[src/design/owsfp_pkg.sv]
package owsfp_pkg;

  localparam int ROBOTS_DEF = 16;

  localparam int IDX_W     = 4;
  localparam int POS_W     = 20;
  localparam int HEAD_W    = 16;
  localparam int SPD_W     = 16;
  localparam int ANG_W     = 16;
  localparam int RAD_W     = 8;
  localparam int BIAS_W    = 11;
  localparam int QSTEP_W   = 10;
  localparam int DPOS_W    = POS_W + 1;
  localparam int SIN_W     = 18;
  localparam int PROD_W    = DPOS_W + SIN_W;
  localparam int ROT1_W    = 25;
  localparam int ROT_W     = 42;
  localparam int VAL_W     = 50;
  localparam int FRAC_BITS = 24;
  localparam int LIN_SH_HI = 11;
  localparam int LIN_SH_LO = 7;

  localparam int DIV_W      = 16;
  localparam int DIV_STEP   = 4;
  localparam int DIV_STAGES = DIV_W / DIV_STEP;

  localparam logic [16:0]        SIN_A    = 17'd102944;
  localparam logic [15:0]        SIN_B    = 16'd42047;
  localparam logic [12:0]        SIN_C    = 13'd4640;
  localparam logic signed [17:0] ROT_GAIN = 18'sd96510;
  localparam logic [ANG_W-1:0]   QUARTER  = 16'd16384;

  localparam logic [ANG_W-1:0]          ANGLE_FL_RST = 16'd10923;
  localparam logic [ANG_W-1:0]          ANGLE_BL_RST = 16'd24576;
  localparam logic [ANG_W-1:0]          ANGLE_BR_RST = 16'd40960;
  localparam logic [ANG_W-1:0]          ANGLE_FR_RST = 16'd54613;
  localparam logic [RAD_W-1:0]          RADIUS_RST   = 8'd90;
  localparam logic signed [BIAS_W-1:0]  BIAS_RST     = 11'sd0;
  localparam logic [QSTEP_W-1:0]        QSTEP_RST    = 10'd0;

  typedef enum logic [2:0] {
    REG_ENABLE,
    REG_ANGLE_FL,
    REG_ANGLE_BL,
    REG_ANGLE_BR,
    REG_ANGLE_FR,
    REG_RADIUS,
    REG_BIAS,
    REG_QSTEP
  } reg_idx_e;

  typedef struct packed {
    logic signed [POS_W-1:0] x;
    logic signed [POS_W-1:0] y;
    logic [HEAD_W-1:0]       h;
  } pose_t;

  typedef struct packed {
    logic                     v;
    logic                     emit;
    logic [IDX_W-1:0]         idx;
    logic signed [DPOS_W-1:0] dx;
    logic signed [DPOS_W-1:0] dy;
    logic signed [HEAD_W-1:0] dth;
  } meta_t;

  typedef struct packed {
    logic [IDX_W-1:0]          idx;
    logic [3:0][SPD_W-1:0]     spd;
  } res_t;

endpackage

[src/design/owsfp_sine.sv]
module owsfp_sine (
  input  logic                             clk_i,
  input  logic                             en_i,
  input  logic [owsfp_pkg::ANG_W-1:0]      ang_i,
  output logic signed [owsfp_pkg::SIN_W-1:0] sin_o
);
  import owsfp_pkg::*;

  logic [ANG_W-1:0] ang_q;
  logic [15:0]      x_c, x_q, x3_q, x4_q, x2_q, x2b_q, t2_q, u_c;
  logic [12:0]      t1_q;
  logic [2:0]       ng_q;
  logic [31:0]      sq_c, m2_c;
  logic [27:0]      m1_c;
  logic [32:0]      m3_c;
  logic [16:0]      w_c, mag_c;
  logic signed [SIN_W-1:0] s_q;

  assign x_c  = ang_q[14] ? (16'd32768 - {1'b0, ang_q[13:0], 1'b0})
                          : {1'b0, ang_q[13:0], 1'b0};
  assign sq_c = 32'(x_c) * 32'(x_c);
  assign m1_c = 28'(SIN_C) * 28'(x2_q);
  assign u_c  = SIN_B - 16'(t1_q);
  assign m2_c = 32'(u_c) * 32'(x2b_q);
  assign w_c  = SIN_A - 17'(t2_q);
  assign m3_c = 33'(x4_q) * 33'(w_c);
  assign mag_c = m3_c[32:16];

  always_ff @(posedge clk_i) begin
    if (en_i) begin
      ang_q <= ang_i;
      x_q   <= x_c;
      x2_q  <= sq_c[30:15];
      ng_q[0] <= ang_q[15];
      t1_q  <= m1_c[27:15];
      x3_q  <= x_q;
      x2b_q <= x2_q;
      ng_q[1] <= ng_q[0];
      t2_q  <= m2_c[30:15];
      x4_q  <= x3_q;
      ng_q[2] <= ng_q[1];
      s_q   <= ng_q[2] ? -$signed({1'b0, mag_c}) : $signed({1'b0, mag_c});
    end
  end

  assign sin_o = s_q;

endmodule

[config.mk]
export PLATFORM = sky130hd
export DESIGN_NAME = owsfp_sine
export DESIGN_NICKNAME = d
export VERILOG_FILES = /design/src/design/owsfp_pkg.sv /design/src/design/owsfp_sine.sv
export SDC_FILE = /design/constraint.sdc
export NUM_CORES = 2
export LEC_CHECK = 0
export BUFFER_PORTS_ARGS = -buffer_cell sky130_fd_sc_hd__buf_2
export CAP_MARGIN = 15
export CORE_MARGIN = 10
export CORE_UTILIZATION = 50
export CTS_CLUSTER_DIAMETER = 200
export CTS_CLUSTER_SIZE = 12
export DETAILED_ROUTE_END_ITERATION = 12
export GPL_TIMING_DRIVEN = 0
export PLACE_DENSITY = 0.66
export SYNTH_ARGS = -nofsm -noshare
export SYNTH_HDL_FRONTEND = slang
export SYNTH_SLANG_ARGS = --single-unit
[constraint.sdc]
create_clock -name clk_i -period 9.26 [get_ports clk_i]
set_input_delay 1.389 -clock clk_i [delete_from_list [all_inputs] [get_ports clk_i]]
set_output_delay 1.389 -clock clk_i [all_outputs]
set_load 0.01 [all_outputs]
==> reports/qor.txt <==
Initial DRC Count: 927
yosys warns: 0
post-synthesis async set-or-reset flop share: 0%
clock skew: 0.01363 ns
placed cells: 3634
syn_area_per_cell: 9.856 µm²
I/O pins: 36
most frequent cells in the layout: inv_1 (682), fa_1 (517), ha_1 (356)
WL/cell: 16.39 µm
commonest non-fill, non-tap cell in the layout: inv_1
Slew Viols, Final: 0
antenna violations before repair: 0
die width: 256.7 µm
vias in the first global route: 20.77k
HP Class: register to register
placer congestion estimate: 0.9099
Worst Path Max Fanout: 8
post-route insts no fill: 3671
Synth Area in Compound Gates: 4.217%
first-pass GRT wire length: 102500 µm
Post-Synth Simple-Gate Area: 13.67%
clock slew at reported path FFs: 0.06 ns
layout cells sized above 1: 4.413%
core box area: 0.05531 mm²
MaxCap Viol Count: 0
Num CTS Buffers: 17
ANT nets after route: 0
Area Growth Syn to Fin: 6.910%
register area share after synthesis: 15.33%
mapped cell area: 0.02801 mm²
fmax: 0.1127 GHz
DRC errors left: 0
post-synthesis sequential element count: 143
CP bufs+invs: 3
status: finished clean
slew margin rel.: 25.55%
Crit path max-delay family: adder cells
total number of vias: 18.80k
hold_buf cts: 0
synth unique cells: 72
hold_ws: 0.4196 ns
Worst setup SP type: register
Slew @ Worst Pin: 1.109 ns
# fillers: 4936
main combinational cell family by area after synthesis: adder cells
Setup crit end kind: register
vias per inst: 5.122
WS Path Type: register to register
GRT overflow: 0
Setup-failing EPs final: 0
root buf cell: clkbuf_16
Hold Vio Cnt, Final: 0
Post-synth EDFFs: 143
drt pass-1 iters: 5
worst path arrival time: 9.07 ns
largest net degree at the start of global routing: 99
Final Cycle Share: 95.83%
Longest Clk Path Bufs: 2
nets: 3802
Synth Flop Type: edfxtp_1
CTS tree: done
CTS sink cnt: 143
dpl hpwl: 50710 µm
Crit path largest cell delay: 0.59 ns
post-synthesis xor/xnor area fraction: 3.497%
n_diodes: 0
Synth Area in Adders: 52.89%
slowest CP cell: fa_1
mux share of post-synthesis cell area: 0.1072%
Mapped Cells: 2842
row cnt: 86
worst skew pair latency: 0.45 ns
Final Util: 54.15%
gr usage total: 19.08%
Crit path top cell by count: fa_1
Die Y-Extent: 256.7 µm
final critical-path required period: 8.874 ns
PortBufs: 35
Initial Utilization: 50.65%
Worst Path Required: 9.46 ns
full die area: 0.06589 mm²
WL final: 60170 µm
H-tree level count: 4
[stage by stage]
stage / TNS [ns] / cell area (µm²) / setup WS [ns]
after floorplan: 0 / 28040 / 1.198
after global placement: -1.526 / 29150 / -0.3155
after detailed placement: -2.549 / 29190 / -0.3293
after CTS: 0 / 29770 / 0.008262
after global routing: -0.04191 / 29950 / -0.04191
final: 0 / 29950 / 0.3865
[worst register-to-register path: cells and delay by family (launching register included)]
kind	cells	cell delay [ns]
buffers and inverters	3	0.40
AO/OA/AOI/OAI	7	1.76
adder cells (fa/ha/maj)	8	3.66
AND/OR/NAND/NOR	10	1.92
flip-flops	1	0.47
XOR/XNOR	2	0.42
[kinds of logic (layout without fill, tap and decap cells)]
logic type,count (synthesis),in the layout
buf+inv,765,838
mux,3,3
other cells,2,10
compound gates,172,172
simple gates,772,772
fa+ha+maj,874,874
xor+xnor,111,111
flops,143,143
[registers in the layout, summed over array words and instances (netlist names)]
register	cells
x2_q	16
x_q	15
sin_o	18
x2b_q	16
x4_q	15
ng_q	3
ang_q	16
t1_q	13
t2_q	16
x3_q	15
[repair_timing]
action,4_1_cts,5_1_grt
pin swaps,0,2
setup buffers,0,6
gates resized for setup,9,39
setup endpoints to repair,15,21
[path summary, 6_finish.rpt]
kind	end	cells after the start	slack (ns)	from
worst max-delay path	sin_o[17]$_SDFFCE_PN0P_	30	0.39	t2_q[0]$_DFFE_PP_
worst min-delay path	x3_q[4]$_DFFE_PP_	0	0.42	x_q[4]$_DFFE_PP_
worst max register to register	sin_o[17]$_SDFFCE_PN0P_	30	0.39	t2_q[0]$_DFFE_PP_
worst min register to register	x3_q[4]$_DFFE_PP_	0	0.42	x_q[4]$_DFFE_PP_
[per-layer routing]
layer  global-route usage (%)  part of all wire (%)  up-vias
li1                         -                     -     8767
met4                    5.850                   2.5        0
met1                    23.95                    43     9517
met5                        0                     0        -
met2                    33.31                    50      429
met3                    2.986                   4.6       90
[cells in the mapped netlist, drive strengths merged, types with 3 or more instances]
cell type | count | area, µm²
ha | 357 | 4467
a21oi | 45 | 236.5
clkinv | 4 | 15.01
nand3 | 7 | 35.03
or3 | 11 | 73.82
a211o | 4 | 35.03
and2 | 169 | 1057
a21boi | 3 | 22.52
fa | 517 | 10350
mux2i | 3 | 30.03
xor2 | 27 | 244.0
inv | 683 | 2564
nand2b | 62 | 387.9
o21ai | 44 | 231.5
nor4 | 3 | 33.78
and3 | 6 | 37.54
or2 | 3 | 18.77
a31oi | 3 | 18.77
o31a | 3 | 26.28
nand3b | 3 | 22.52
nor2b | 51 | 319.1
o211ai | 5 | 37.54
o21a | 15 | 112.6
a2111oi | 4 | 60.06
nand2 | 309 | 1160
o31ai | 4 | 30.03
xnor2 | 84 | 735.7
clkbuf | 76 | 285.3
a21o | 19 | 142.6
nand4 | 9 | 56.30
o41ai | 5 | 58.81
nor2 | 111 | 416.7
nor3 | 15 | 85.08
or4b | 3 | 30.03
edfxtp | 143 | 4294
[final cells by class]
| type | instances | area (µm²) | share of cell area, % |
|---|---|---|---|
| plain buffers | 76 | 304.0 | 1.015 |
| clock buffers | 17 | 425.4 | 1.421 |
| clock inverters | 15 | 127.6 | 0.4262 |
| inverters | 687 | 2582 | 8.623 |
| multi-input cells | 1942 | 21020 | 70.18 |
| flip-flops and latches | 143 | 4294 | 14.34 |
| well taps | 748 | 935.9 | 3.125 |
| repair buffers | 43 | 261.5 | 0.8732 |
Power is not shown: default switching activity piles up to over one toggle a cycle in this logic, so the estimate is an artifact.
