--- config.mk ---
export PLATFORM = sky130hd
export DESIGN_NAME = owsfp_ram
export DESIGN_NICKNAME = d
export VERILOG_FILES = /design/src/design/owsfp_ram.sv
export SDC_FILE = /design/constraint.sdc
export NUM_CORES = 1
export LEC_CHECK = 0
export BUFFER_PORTS_ARGS = -buffer_cell sky130_fd_sc_hd__buf_2
export CORE_ASPECT_RATIO = 0.9
export CORE_UTILIZATION = 55
export CTS_CLUSTER_SIZE = 40
export DETAILED_ROUTE_END_ITERATION = 6
export PLACE_DENSITY = 0.76
export SYNTH_ARGS = -nofsm -noshare
export SYNTH_HDL_FRONTEND = slang
export SYNTH_SLANG_ARGS = --single-unit
export TNS_END_PERCENT = 100
--- constraint.sdc ---
create_clock -name clk_i -period 3 [get_ports clk_i]
set_clock_uncertainty 0.1 [all_clocks]
set_input_delay 0.3 -clock clk_i [delete_from_list [all_inputs] [get_ports clk_i]]
set_output_delay 0.3 -clock clk_i [all_outputs]
set_load 0.005 [all_outputs]
--- src/design/owsfp_ram.sv ---
module owsfp_ram #(
  parameter int WIDTH = 8,
  parameter int DEPTH = 16,
  localparam int AW = (DEPTH > 1) ? $clog2(DEPTH) : 1
) (
  input  logic             clk_i,
  input  logic             we_i,
  input  logic [AW-1:0]    waddr_i,
  input  logic [WIDTH-1:0] wdata_i,
  input  logic             re_i,
  input  logic [AW-1:0]    raddr_i,
  output logic [WIDTH-1:0] rdata_o
);

  logic [WIDTH-1:0] mem_q [DEPTH];
  logic [WIDTH-1:0] rdata_q;

  always_ff @(posedge clk_i) begin
    if (we_i) begin
      mem_q[waddr_i] <= wdata_i;
    end
    if (re_i) begin
      rdata_q <= mem_q[raddr_i];
    end
  end

  assign rdata_o = rdata_q;

endmodule

==> flow_summary_export.csv, run 1 <==
group,metric,value,unit
synthesis,yosys-top-cells-area,"edfxtp_1 78%, mux4_2 7.8%, mux4_1 7.0%",
cells_and_area,area_delta_synth_final,17.4,%
timing,setup_tns,0,ns
timing,maxSlewViolCount,0,
critical_path,critPathLaunchType,"primary input",
floorplanning,die_y,94.5,um
cells_and_area,final_core_util,67.0,%
timing,tightest_slew,0.838,ns
grt,grt_pass1_vias,2568,
cells_and_area,final_cell_area,6140,sq um
synthesis,yosysTopAreaCell,"edfxtp_1",
timing,period_needed,1.69,ns
cells_and_area,drive_gt1_share,30.1,%
routing,vias_per_cell,6.02,
critical_path,crit_family,"buffers and inverters",
floorplanning,die_area,9900,sq um
grt,antenna_found_initial,0,
placement,place_congestion,0.783,
clocking,clk_latency,0.52,ns
critical_path,cp-end-kind,"register",
synthesis,avgSynthCellArea,22.8,sq um
routing,route.detailed.drc,0,
pwr,peakVddDrop,0.000675,V
placement,port_buffers,26,
critical_path,reg2regPathDepth,3,
placement,dp.cells,378,
timing,timing.slew.headroom,43.9,%
cells_and_area,mostFrequentLayoutCell,"edfxtp_1",
clocking,clock-sinks,136,
critical_path,cp_max_fo,22,
critical_path,crit_path_start,"raddr_i[0]",
cells_and_area,nets,294,
synthesis,ys_seq_area_share,78.1,%
routing,drt.antenna.violating_nets,0,
critical_path,crit_path_end,"rdata_o[0]$_DFFE_PP_",
job,maxCapViolCount,0,
clocking,hold_buffers,0,
critical_path,max_stage_delay,0.58,ns
floorplanning,rows,33,
routing,wl_per_cell,23.9,um
min_path,hp-class,"primary input to register",
critical_path,path_cells,"buf_2 > buf_12 > mux4_1 > a22oi_1 > nand2_1",
clocking,cts-buffers-inserted,17,
timing,hold_viol_final,0,
synthesis,synth_top_cell_area_share,78.1,%
critical_path,path_buf_inv,2,
cells_and_area,final_cells,408,
pwr,finalPower,4500,uW
grt,grt_pass1_wl,15100,um
timing,rsz0062_at_grt,"no",
clocking,root_buffer,"clkbuf_8",
synthesis,syn_inst,229,
clocking,post_cts_resized,0,
floorplanning,fp.coreArea,9170,sq um
grt,grt_usage,22.5,%
synthesis,netlist_area,5230,sq um
placement,placed_area,5520,sq um
synthesis,ys_types,18,
clocking,cts_tree,"done",
critical_path,r2r_slack,1.35,ns
grt,grt_max_degree,23,
grt,overflow,0,
critical_path,cp_slowest_cell,"mux4_1",
critical_path,worstPathRequired,3.16,ns
placement,dp_hpwl,6380,um
outcome,outcome,"completed",
routing,wirelength,9770,um
clocking,htreeDepth,4,
timing,finalCritPeriodShare,56.3,%
cells_and_area,nFillCells,607,
routing,drt_iter0_markers,214,
critical_path,cp_num_cells,5,
routing,via_count,2456,
synthesis,yosysWarnings,0,
critical_path,r2r_end,"rdata_o[4]$_DFFE_PP_",
cells_and_area,layout_common_cells,"136 x edfxtp_1, 26 x buf_2, 18 x mux4_2",
pwr,leakage,0.00208,uW
clocking,path_clk_slew,0.06,ns
clocking,clk_path_buf_depth,2,
clocking,cts_setup_buffers,0,
cells_and_area,multi_input_area,1060,sq um
timing,setup_violations,0,
synthesis,synth_nets,248,
critical_path,r2r_start,"mem_q[9][4]$_DFFE_PP_",
floorplanning,start_util,57.0,%
pwr,power_density,733,nW/um^2
critical_path,crit_type,"primary input to register",
synthesis,ys_ff_latch,136,
cells_and_area,seqCellArea,4080,sq um
cells_and_area,diodes,0,
critical_path,critPathArrivalTime,1.85,ns
floorplanning,io_pins,27,
floorplanning,die_x,105,um
timing,fmax,592,MHz
routing,drt-pass1-iter-count,4,
==> cell families after synthesis <==
kind of cell | after synthesis | share of synthesized area [%]
simple gates | 35 | 3.14
mux | 32 | 14.8
buf+inv | 10 | 1.65
compound gates | 16 | 2.30
flops | 136 | 78.1
==> routing by layer <==
layer / vias up / share of wire, % / global-route usage [%]
li1: 1072 / - / -
met1: 1265 / 44 / 31.8
met2: 109 / 47 / 34.9
met3: 10 / 8.3 / 6.35
met4: 0 / 0.74 / 6.69
met5: - / 0 / 0
==> flip-flops by register name, summed over array words and instances, names as in the netlist <==
register and cells:
mem_q 128, rdata_o 8
==> layout make-up <==
class | instances | area share, %
sequential | 136 | 66.5
multi-input combinational | 83 | 17.2
clock buffer | 17 | 6.75
timing repair buffer | 37 | 3.67
clock inverter | 13 | 3.34
tap | 122 | 2.49
==> report_power, final <==
group / switching (uW) / leakage (uW) / total, uW / internal, uW
clock: 733 / 0.000307 / 2150 / 1420
sequential: 13.2 / 0.00124 / 2160 / 2140
combinational: 110 / 0.000535 / 189 / 79.3
total: 856 / 0.00208 / 4500 / 3640
==> worst min path at each step <==
stage,startpoint,depth (start not counted),end
after floorplan,wdata_i[0],0,mem_q[0][0]$_DFFE_PP_
after global placement,wdata_i[1],1,mem_q[6][1]$_DFFE_PP_
after detailed placement,re_i,1,rdata_o[0]$_DFFE_PP_
after CTS,wdata_i[7],1,mem_q[8][7]$_DFFE_PP_
after global routing,re_i,1,rdata_o[2]$_DFFE_PP_
final,wdata_i[1],1,mem_q[6][1]$_DFFE_PP_
==> through the flow <==
step / hold slack (ns) / worst slack (ns)
2_1_floorplan: 0.299 / 1.11
3_3_place_gp: 0.584 / 0.796
3_5_place_dp: 0.595 / 0.754
4_1_cts: 0.0502 / 1.30
5_1_grt: 0.0478 / 1.20
6_report: 0.0667 / 1.31
==> synth_stat cells, drive strengths merged <==
library cell,instances
a22oi,16
and2,1
and2b,1
buf,7
clkdlybuf4s25,3
edfxtp,136
mux4,32
nand2,9
nand2b,2
nand3,1
nand3b,2
nor2,13
nor2b,1
nor3,4
or3b,1
(Power assumes the default switching activity.)
==> run 2: changes to the inputs <==
- clock period: 3 -> 1.6 ns (I/O delays scaled with it)
==> run 2 against run 1 <==
  * Global-route usage increased by 1.1 points
  * First-iteration DRC count is 7.5% lower
  * Hold slack better by 0.021 ns
  * Critical path depth decreased by 2
  * Core utilization is 2.5 points higher
  * Critical path type is now register to register
  * Sequential cell count stayed put
  * Via count up 6.4%
  * Power is 79% higher
==> flow_summary_export.csv, run 2 (synthesis results as in run 1) <==
group,metric,value,unit
outcome,outcome,"completed",
pwr,leakage,0.00218,uW
critical_path,critPathLaunchType,"register",
placement,port_buffers,26,
cells_and_area,mostFrequentLayoutCell,"edfxtp_1",
timing,rsz0062_at_grt,"no",
placement,placed_area,5690,sq um
floorplanning,start_util,57.0,%
cells_and_area,regMostFlops,"mem_q",
routing,route.detailed.drc,0,
clocking,clk_path_buf_depth,2,
cells_and_area,area_delta_synth_final,21.7,%
timing,maxSlewViolCount,0,
timing,timing.slew.headroom,39.8,%
critical_path,cp_slowest_cell,"mux4_1",
critical_path,path_cells,"mux4_1 > a22oi_2 > nand2_1",
routing,drt.antenna.violating_nets,0,
job,maxCapViolCount,0,
routing,wl_per_cell,23.9,um
critical_path,max_stage_delay,0.53,ns
routing,wirelength,10400,um
clocking,path_clk_slew,0.06,ns
floorplanning,die_y,94.5,um
clocking,root_buffer,"clkbuf_8",
floorplanning,fp.coreArea,9170,sq um
routing,drt-pass1-iter-count,4,
routing,drt_iter0_markers,198,
critical_path,r2r_slack,0.03,ns
grt,grt_pass1_wl,15800,um
timing,setup_violations,0,
timing,period_needed,1.57,ns
grt,overflow,0,
critical_path,worstPathRequired,1.76,ns
floorplanning,io_pins,27,
clocking,clock-sinks,136,
min_path,hp-class,"primary input to register",
routing,vias_per_cell,5.99,
cells_and_area,diodes,0,
clocking,htreeDepth,4,
clocking,cts-buffers-inserted,17,
critical_path,critPathArrivalTime,1.73,ns
critical_path,crit_type,"register to register",
cells_and_area,largest_reg_flops,128,
floorplanning,die_area,9900,sq um
timing,hold_viol_final,0,
timing,tightest_slew,0.899,ns
cells_and_area,final_cell_area,6360,sq um
critical_path,crit_family,"multiplexers",
floorplanning,rows,33,
cells_and_area,drive_gt1_share,35.7,%
floorplanning,die_x,105,um
clocking,cts_tree,"done",
pwr,peakVddDrop,0.000941,V
routing,via_count,2612,
clocking,cts_setup_buffers,0,
critical_path,path_buf_inv,0,
pwr,power_density,1270,nW/um^2
grt,grt_usage,23.6,%
cells_and_area,nFillCells,598,
timing,fmax,637,MHz
grt,grt_max_degree,17,
critical_path,cp_max_fo,1,
critical_path,cp-end-kind,"register",
cells_and_area,nets,320,
placement,place_congestion,0.715,
clocking,clk_latency,0.52,ns
cells_and_area,layout_common_cells,"136 x edfxtp_1, 26 x buf_2, 24 x buf_4",
placement,dp_hpwl,6570,um
timing,finalCritPeriodShare,98.1,%
grt,grt_pass1_vias,2711,
timing,setup_tns,0,ns
grt,antenna_found_initial,0,
## run 2: final timing paths
check	cells after the start	startpoint	to
worst max-delay path	3	mem_q[1][1]$_DFFE_PP_	rdata_o[1]$_DFFE_PP_
worst min-delay path	3	waddr_i[0]	mem_q[0][3]$_DFFE_PP_
worst max register to register	3	mem_q[1][1]$_DFFE_PP_	rdata_o[1]$_DFFE_PP_
worst min register to register	3	mem_q[15][2]$_DFFE_PP_	rdata_o[2]$_DFFE_PP_
## run 2: cell type report
class	instances	area (sq um)	share of cell area, %
flip-flops and latches	136	4080	64.2
clock inverters	13	130	2.04
repair buffers	63	480	7.55
multi-input cells	83	1090	17.2
clock buffers	19	422	6.63
well taps	122	153	2.40
## run 2: layer usage
layer | part of all wire, % | GRT usage (%) | vias up
li1 | - | - | 1121
met1 | 43 | 31.0 | 1362
met2 | 49 | 37.6 | 105
met3 | 6.4 | 6.83 | 24
met4 | 1.8 | 10.4 | 0
met5 | 0 | 0 | -
## run 2: worst reg2reg max path, cell delays in order (launching register included)
cell      delay [ns]
edfxtp_1        0.35
mux4_1          0.53
a22oi_2         0.22
nand2_1         0.11
## run 2: power by group
part	switching, uW	internal (uW)
Clock	1400	2200
Combinational	229	194
Sequential	22.1	4020
## run 2: metrics by stage
stage                     std cells  utilization [%]  hold WS [ns]  setup WS [ns]  total power [uW]
after floorplan                 229                -         0.159         0.0576              4310
after global placement          395             62.1         0.435         -0.292              4480
after detailed placement        395             62.1         0.442         -0.329              4500
after CTS                       436             69.2        0.0755        0.00227              8100
after global routing            436             69.4        0.0814        0.00251              8300
final                           436             69.4        0.0882         0.0301              8060
## run 2: timing repair
action / CTS / global route
hold buffers: 9 / 0
pin swaps: 0 / 3
setup endpoints to repair: 2 / 7
gates cloned: 0 / 0
endpoints found under the hold margin: 136 / 0
gates resized for setup: 2 / 8
