===== src/design/owsfp_pkg.sv =====
package owsfp_pkg;

  localparam int ROBOTS_DEF = 16;

  localparam int IDX_W     = 4;
  localparam int POS_W     = 20;
  localparam int HEAD_W    = 16;
  localparam int SPD_W     = 16;
  localparam int ANG_W     = 16;
  localparam int RAD_W     = 8;
  localparam int BIAS_W    = 11;
  localparam int QSTEP_W   = 10;
  localparam int DPOS_W    = POS_W + 1;
  localparam int SIN_W     = 18;
  localparam int PROD_W    = DPOS_W + SIN_W;
  localparam int ROT1_W    = 25;
  localparam int ROT_W     = 42;
  localparam int VAL_W     = 50;
  localparam int FRAC_BITS = 24;
  localparam int LIN_SH_HI = 11;
  localparam int LIN_SH_LO = 7;

  localparam int DIV_W      = 16;
  localparam int DIV_STEP   = 4;
  localparam int DIV_STAGES = DIV_W / DIV_STEP;

  localparam logic [16:0]        SIN_A    = 17'd102944;
  localparam logic [15:0]        SIN_B    = 16'd42047;
  localparam logic [12:0]        SIN_C    = 13'd4640;
  localparam logic signed [17:0] ROT_GAIN = 18'sd96510;
  localparam logic [ANG_W-1:0]   QUARTER  = 16'd16384;

  localparam logic [ANG_W-1:0]          ANGLE_FL_RST = 16'd10923;
  localparam logic [ANG_W-1:0]          ANGLE_BL_RST = 16'd24576;
  localparam logic [ANG_W-1:0]          ANGLE_BR_RST = 16'd40960;
  localparam logic [ANG_W-1:0]          ANGLE_FR_RST = 16'd54613;
  localparam logic [RAD_W-1:0]          RADIUS_RST   = 8'd90;
  localparam logic signed [BIAS_W-1:0]  BIAS_RST     = 11'sd0;
  localparam logic [QSTEP_W-1:0]        QSTEP_RST    = 10'd0;

  typedef enum logic [2:0] {
    REG_ENABLE,
    REG_ANGLE_FL,
    REG_ANGLE_BL,
    REG_ANGLE_BR,
    REG_ANGLE_FR,
    REG_RADIUS,
    REG_BIAS,
    REG_QSTEP
  } reg_idx_e;

  typedef struct packed {
    logic signed [POS_W-1:0] x;
    logic signed [POS_W-1:0] y;
    logic [HEAD_W-1:0]       h;
  } pose_t;

  typedef struct packed {
    logic                     v;
    logic                     emit;
    logic [IDX_W-1:0]         idx;
    logic signed [DPOS_W-1:0] dx;
    logic signed [DPOS_W-1:0] dy;
    logic signed [HEAD_W-1:0] dth;
  } meta_t;

  typedef struct packed {
    logic [IDX_W-1:0]          idx;
    logic [3:0][SPD_W-1:0]     spd;
  } res_t;

endpackage


===== src/design/owsfp_quant.sv =====
module owsfp_quant (
  input  logic                               clk_i,
  input  logic                               en_i,
  input  logic signed [owsfp_pkg::VAL_W-1:0] val_i,
  input  logic [owsfp_pkg::QSTEP_W-1:0]      qe_i,
  output logic signed [owsfp_pkg::SPD_W-1:0] spd_o
);
  import owsfp_pkg::*;

  typedef struct packed {
    logic [QSTEP_W-1:0] rem;
    logic [DIV_W-1:0]   num;
    logic [DIV_W-1:0]   quo;
  } div_t;

  function automatic div_t div_steps(div_t s, logic [QSTEP_W-1:0] d);
    div_t           r;
    logic [QSTEP_W:0] t;
    r = s;
    for (int i = 0; i < DIV_STEP; i++) begin
      t     = {r.rem, r.num[DIV_W-1]};
      r.num = r.num << 1;
      if (t >= {1'b0, d}) begin
        t     = t - {1'b0, d};
        r.quo = {r.quo[DIV_W-2:0], 1'b1};
      end else begin
        r.quo = {r.quo[DIV_W-2:0], 1'b0};
      end
      r.rem = t[QSTEP_W-1:0];
    end
    return r;
  endfunction

  logic [VAL_W-2:0]           mag_q;
  logic                       neg_q;
  logic [VAL_W:0]             sum_c, nn_c;
  logic [DIV_W-1:0]           n_c;
  div_t                       d_q   [DIV_STAGES+1];
  logic [DIV_STAGES:0]        dn_q;
  logic [DIV_W+QSTEP_W-1:0]   prod_c;
  logic signed [SPD_W-1:0]    spd_q, sat_c;

  assign sum_c = (VAL_W+1)'(mag_q) + ((VAL_W+1)'(qe_i) << (FRAC_BITS - 1));
  assign nn_c  = sum_c >> FRAC_BITS;
  assign n_c   = (|nn_c[VAL_W:DIV_W]) ? '1 : nn_c[DIV_W-1:0];

  assign prod_c = (DIV_W+QSTEP_W)'(d_q[DIV_STAGES].quo) * (DIV_W+QSTEP_W)'(qe_i);

  always_comb begin
    if (!dn_q[DIV_STAGES]) begin
      sat_c = (prod_c > (DIV_W+QSTEP_W)'(32767)) ? 16'sh7FFF : $signed(prod_c[SPD_W-1:0]);
    end else begin
      sat_c = (prod_c > (DIV_W+QSTEP_W)'(32768)) ? 16'sh8000 : -$signed(prod_c[SPD_W-1:0]);
    end
  end

  always_ff @(posedge clk_i) begin
    if (en_i) begin
      neg_q   <= val_i[VAL_W-1];
      mag_q   <= val_i[VAL_W-1] ? (VAL_W-1)'(-val_i) : val_i[VAL_W-2:0];
      d_q[0]  <= '{rem: '0, num: n_c, quo: '0};
      dn_q[0] <= neg_q;
      for (int s = 1; s <= DIV_STAGES; s++) begin
        d_q[s]  <= div_steps(d_q[s-1], qe_i);
        dn_q[s] <= dn_q[s-1];
      end
      spd_q <= sat_c;
    end
  end

  assign spd_o = spd_q;

endmodule


===== config.mk =====
export PLATFORM = sky130hd
export DESIGN_NAME = owsfp_quant
export DESIGN_NICKNAME = d
export VERILOG_FILES = /design/src/design/owsfp_pkg.sv /design/src/design/owsfp_quant.sv
export SDC_FILE = /design/constraint.sdc
export NUM_CORES = 1
export LEC_CHECK = 0
export ABC_AREA = 1
export BUFFER_PORTS_ARGS = -buffer_cell sky130_fd_sc_hd__buf_2
export CAP_MARGIN = 5
export CELL_PAD_IN_SITES_DETAIL_PLACEMENT = 0
export CELL_PAD_IN_SITES_GLOBAL_PLACEMENT = 1
export CORE_MARGIN = 4
export CORE_UTILIZATION = 44
export CTS_BUF_LIST = sky130_fd_sc_hd__clkbuf_4
export DETAILED_ROUTE_END_ITERATION = 8
export PLACE_DENSITY = 0.82
export RECOVER_POWER = 50
export SYNTH_ARGS = -nofsm -noshare
export SYNTH_HDL_FRONTEND = slang
export SYNTH_SLANG_ARGS = --single-unit

===== constraint.sdc =====
create_clock -name clk_i -period 7.1 [get_ports clk_i]
set_input_delay 0.71 -clock clk_i [delete_from_list [all_inputs] [get_ports clk_i]]
set_output_delay 0.71 -clock clk_i [all_outputs]
set_load 0.05 [all_outputs]

==> key figures <==
Setup path
  – Critical path peak fanout: 11
  – Slowest stage cell on the critical path: sky130_fd_sc_hd__edfxtp_1
  – Type of element capturing the critical path: register
  – Peak per-stage delay on the critical path: 0.55 ns
  – Stages on the worst setup path: 45
  – End of the critical path: d_q[0][168]
  – Most prevalent standard cell on the critical path: sky130_fd_sc_hd__nand2_1
  – Beginning of the worst register-to-register path: d_q[0][162]
  – Dominant delay contributor by cell family on the critical path: simple AND/OR/NAND/NOR gates
  – Total buffers and inverters traversed by the critical path: 6
  – Setup slack of the worst register-to-register path: 0.50 ns
  – Depth of the worst register-to-register path: 45
  – Endpoint of the lowest-slack register-to-register path: d_q[0][168]
  – Critical path required time: 7.55 ns
  – Start point of the critical path: d_q[0][162]
  – Arrival time at the worst endpoint: 7.05 ns
  – Crit path kind: register to register
  – Startpoint class of the critical path: register

STA
  – Period Utilization, post-route: 92.9%
  – Clock period minus final worst setup slack: 6.60 ns
  – Final setup violation count: 0
  – Normalized max-slew margin: -190%
  – Highest achievable clock rate: 152 MHz
  – Max Clock Skew: 0.0257 ns
  – Slew Viols, Final: 161
  – Final Hold Violating Endpoints: 0
  – Slew @ Worst Pin: 4.35 ns

Cells and area
  – Commonest non-fill, non-tap cells in the layout: sky130_fd_sc_hd__nand2_1, sky130_fd_sc_hd__inv_1, sky130_fd_sc_hd__buf_4, sky130_fd_sc_hd__ha_1, sky130_fd_sc_hd__nand3_1
  – Synth-to-Final Area Change: 14.5%
  – Most common cell after layout, fill and taps aside: sky130_fd_sc_hd__nand2_1
  – Share of post-route cells with drive strength above 1: 13.8%
  – Post-route core utilization: 51.3%
  – Nets: 3621
  – FILL cells: 4658

Placement
  – Quantity of I/O buffers inserted on ports: 77
  – Final HPWL from detailed placement: 49.8 mm
  – Placer's final routability congestion estimate: 0.903

Synthesis
  – Number of flops mapped to enable cells by yosys: 158
  – Area share of the leading cell type in the synthesized netlist: 22.0%
  – FF+latch count, synth: 158
  – Post-synth top area cell: sky130_fd_sc_hd__edfxtp_1
  – Count of unique library cells instantiated by Yosys: 54
  – Number of instances in the synthesized netlist: 2957
  – Sequential cell area fraction in the yosys report: 22.0%
  – Yosys synthesis warning count: 0
  – Mapped Avg Cell Area: 7.30 sq um
  – Most frequently used flop master after synthesis: sky130_fd_sc_hd__edfxtp_1
  – Net count of the mapped netlist: 3368
  – Mapped Area: 21600 sq um
  – Share of synthesized flip-flops with an asynchronous set or reset: 0%
  – Dominant cells by area after synthesis: sky130_fd_sc_hd__edfxtp_1, sky130_fd_sc_hd__nand2_1, sky130_fd_sc_hd__ha_1

Clock network
  – Clock transition at path regs: 0.15 ns
  – Clk Tree Root Cell: sky130_fd_sc_hd__clkbuf_4
  – TritonCTS clock tree: built
  – Buffer depth of the longest clock path: 2
  – Number of clock sinks seen by CTS: 158
  – Source-to-sink clock delay at the later pin of the worst-skew pair: 0.69 ns
  – Maximum level of the CTS H-tree: 4
  – Number of CTS-inserted buffers: 17

GRT
  – Antenna violations before repair: 3
  – Vias in the first global route: 19500
  – Maximum number of pins on one net before global-route repair: 83
  – Leftover overflow at the end of global routing: 0
  – Wire length of the first global-routing pass: 98.8 mm
  – Global-route usage over all layers: 23.1%

Die
  – Die ar.: 52600 sq um
  – Die W: 229 microns
  – Vertical die dimension: 229 microns
  – Row count: 80
  – I/O Pins: 78
  – Effective utilization at floorplan: 44.8%
  – Core outline area: 48100 sq um

Drt
  – Length of the first detailed-routing pass in iterations: 5
  – WL per Instance: 15.7 microns
  – Count of antenna-violating nets left after detailed routing: 0
  – Starting DRC count in detailed routing: 1275
  – Drt via density: 5.16
  – Post-route DRC violation count: 0
  – Total number of vias: 20000
  – Overall routed net length: 60.9 mm

Run
  – Max_cap viols: 2

Run status
  – Result of the run: finished with violations
  – Violations in the final reports: max-capacitance violations, max-slew violations

Worst hold path
  – Tightest Hold Check Type: input pin to register
[how the worst min path moves through the flow]
stage / cells past startpoint / end / slack, ns / startpoint
3_3_place_gp: 0 / d_q[0][181] / 0.40 / d_q[0][135]
5_1_grt: 2 / mag_q[48] / 0.25 / val_i[48]
2_1_floorplan: 0 / d_q[0][108] / 0.40 / d_q[0][62]
3_5_place_dp: 0 / d_q[0][113] / 0.40 / d_q[0][67]
4_1_cts: 2 / mag_q[48] / 0.25 / val_i[48]
6_report: 2 / mag_q[48] / 0.32 / val_i[48]
[per-layer routing]
| metal | GRT usage [%] | part of all wire, % | wire length, microns |
|---|---|---|---|
| met3 | 3.55 | 5.6 | 3420 |
| met2 | 36.7 | 44 | 27100 |
| met4 | 7.17 | 2.5 | 1510 |
| met1 | 32.5 | 47 | 28900 |
| met5 | 0 | 0.021 | 13 |
[area by class of cell]
cell class | instances | area [sq um] | share of cell area [%]
clock inverters | 15 | 173 | 0.699
well taps | 656 | 821 | 3.32
repair buffers | 310 | 2200 | 8.92
flip-flops and latches | 158 | 4740 | 19.2
diodes | 2 | 5.00 | 0.0203
inverters | 473 | 1790 | 7.23
clock buffers | 17 | 128 | 0.517
multi-input cells | 2250 | 14800 | 60.1
[kinds of logic after synthesis]
logic type	after synthesis	share of synthesized area (%)
adders and majority gates	349	24.6
xor gates and xnor gates	150	6.18
AOI/OAI and AO/OA	304	7.84
and+or+nand+nor	1447	29.2
DFF	158	22.0
buffers and inverters	549	10.2
[synth_stat cells (5+ instances only)]
master,count
sky130_fd_sc_hd__nand2_1,896
sky130_fd_sc_hd__inv_1,466
sky130_fd_sc_hd__ha_1,224
sky130_fd_sc_hd__nand3_1,170
sky130_fd_sc_hd__edfxtp_1,158
sky130_fd_sc_hd__nor2_1,157
sky130_fd_sc_hd__a21oi_1,144
sky130_fd_sc_hd__fa_1,125
sky130_fd_sc_hd__xor2_1,93
sky130_fd_sc_hd__o21ai_0,83
sky130_fd_sc_hd__nand4_1,82
sky130_fd_sc_hd__xnor2_1,56
sky130_fd_sc_hd__nor3_1,45
sky130_fd_sc_hd__clkbuf_1,32
sky130_fd_sc_hd__buf_2,19
sky130_fd_sc_hd__buf_4,18
sky130_fd_sc_hd__nand3_2,17
sky130_fd_sc_hd__nand3b_1,16
sky130_fd_sc_hd__nand2_2,14
sky130_fd_sc_hd__o21a_1,13
sky130_fd_sc_hd__a31oi_1,12
sky130_fd_sc_hd__o21ai_1,12
sky130_fd_sc_hd__nor2_2,11
sky130_fd_sc_hd__nor4_1,9
sky130_fd_sc_hd__nor2_4,8
sky130_fd_sc_hd__o21bai_1,8
sky130_fd_sc_hd__a21o_1,7
sky130_fd_sc_hd__inv_2,7
sky130_fd_sc_hd__or2_2,7
sky130_fd_sc_hd__buf_6,6
sky130_fd_sc_hd__o31ai_1,5
[flip-flops by register name, summed over array words and instances, names as in the netlist]
name	cells
d_q	110
mag_q	26
spd_o	16
dn_q	5
neg_q	1
[repair_timing]
item                                    4_1_cts  5_1_grt
buffers inserted                              0       10
gates resized for setup                       0       46
endpoints found under the hold margin         0        0
hold buffers                                  0        0
endpoints found under the setup margin        0       23
[metrics by stage]
step	worst slack, ns	cells	TNS, ns	area [sq um]	hold slack, ns
2_1_floorplan	0.0525	2957	0	21600	0.400
3_3_place_gp	-0.377	3837	-4.96	24100	0.403
3_5_place_dp	-0.456	3837	-7.57	24100	0.405
4_1_cts	0.139	3869	0	24400	0.247
5_1_grt	-0.0204	3881	-0.0353	24700	0.245
6_report	0.505	3881	0	24700	0.319
Power is left out: the tool's default activity adds up to more than one toggle a clock period on the data nets, which glitch-free logic cannot reach.
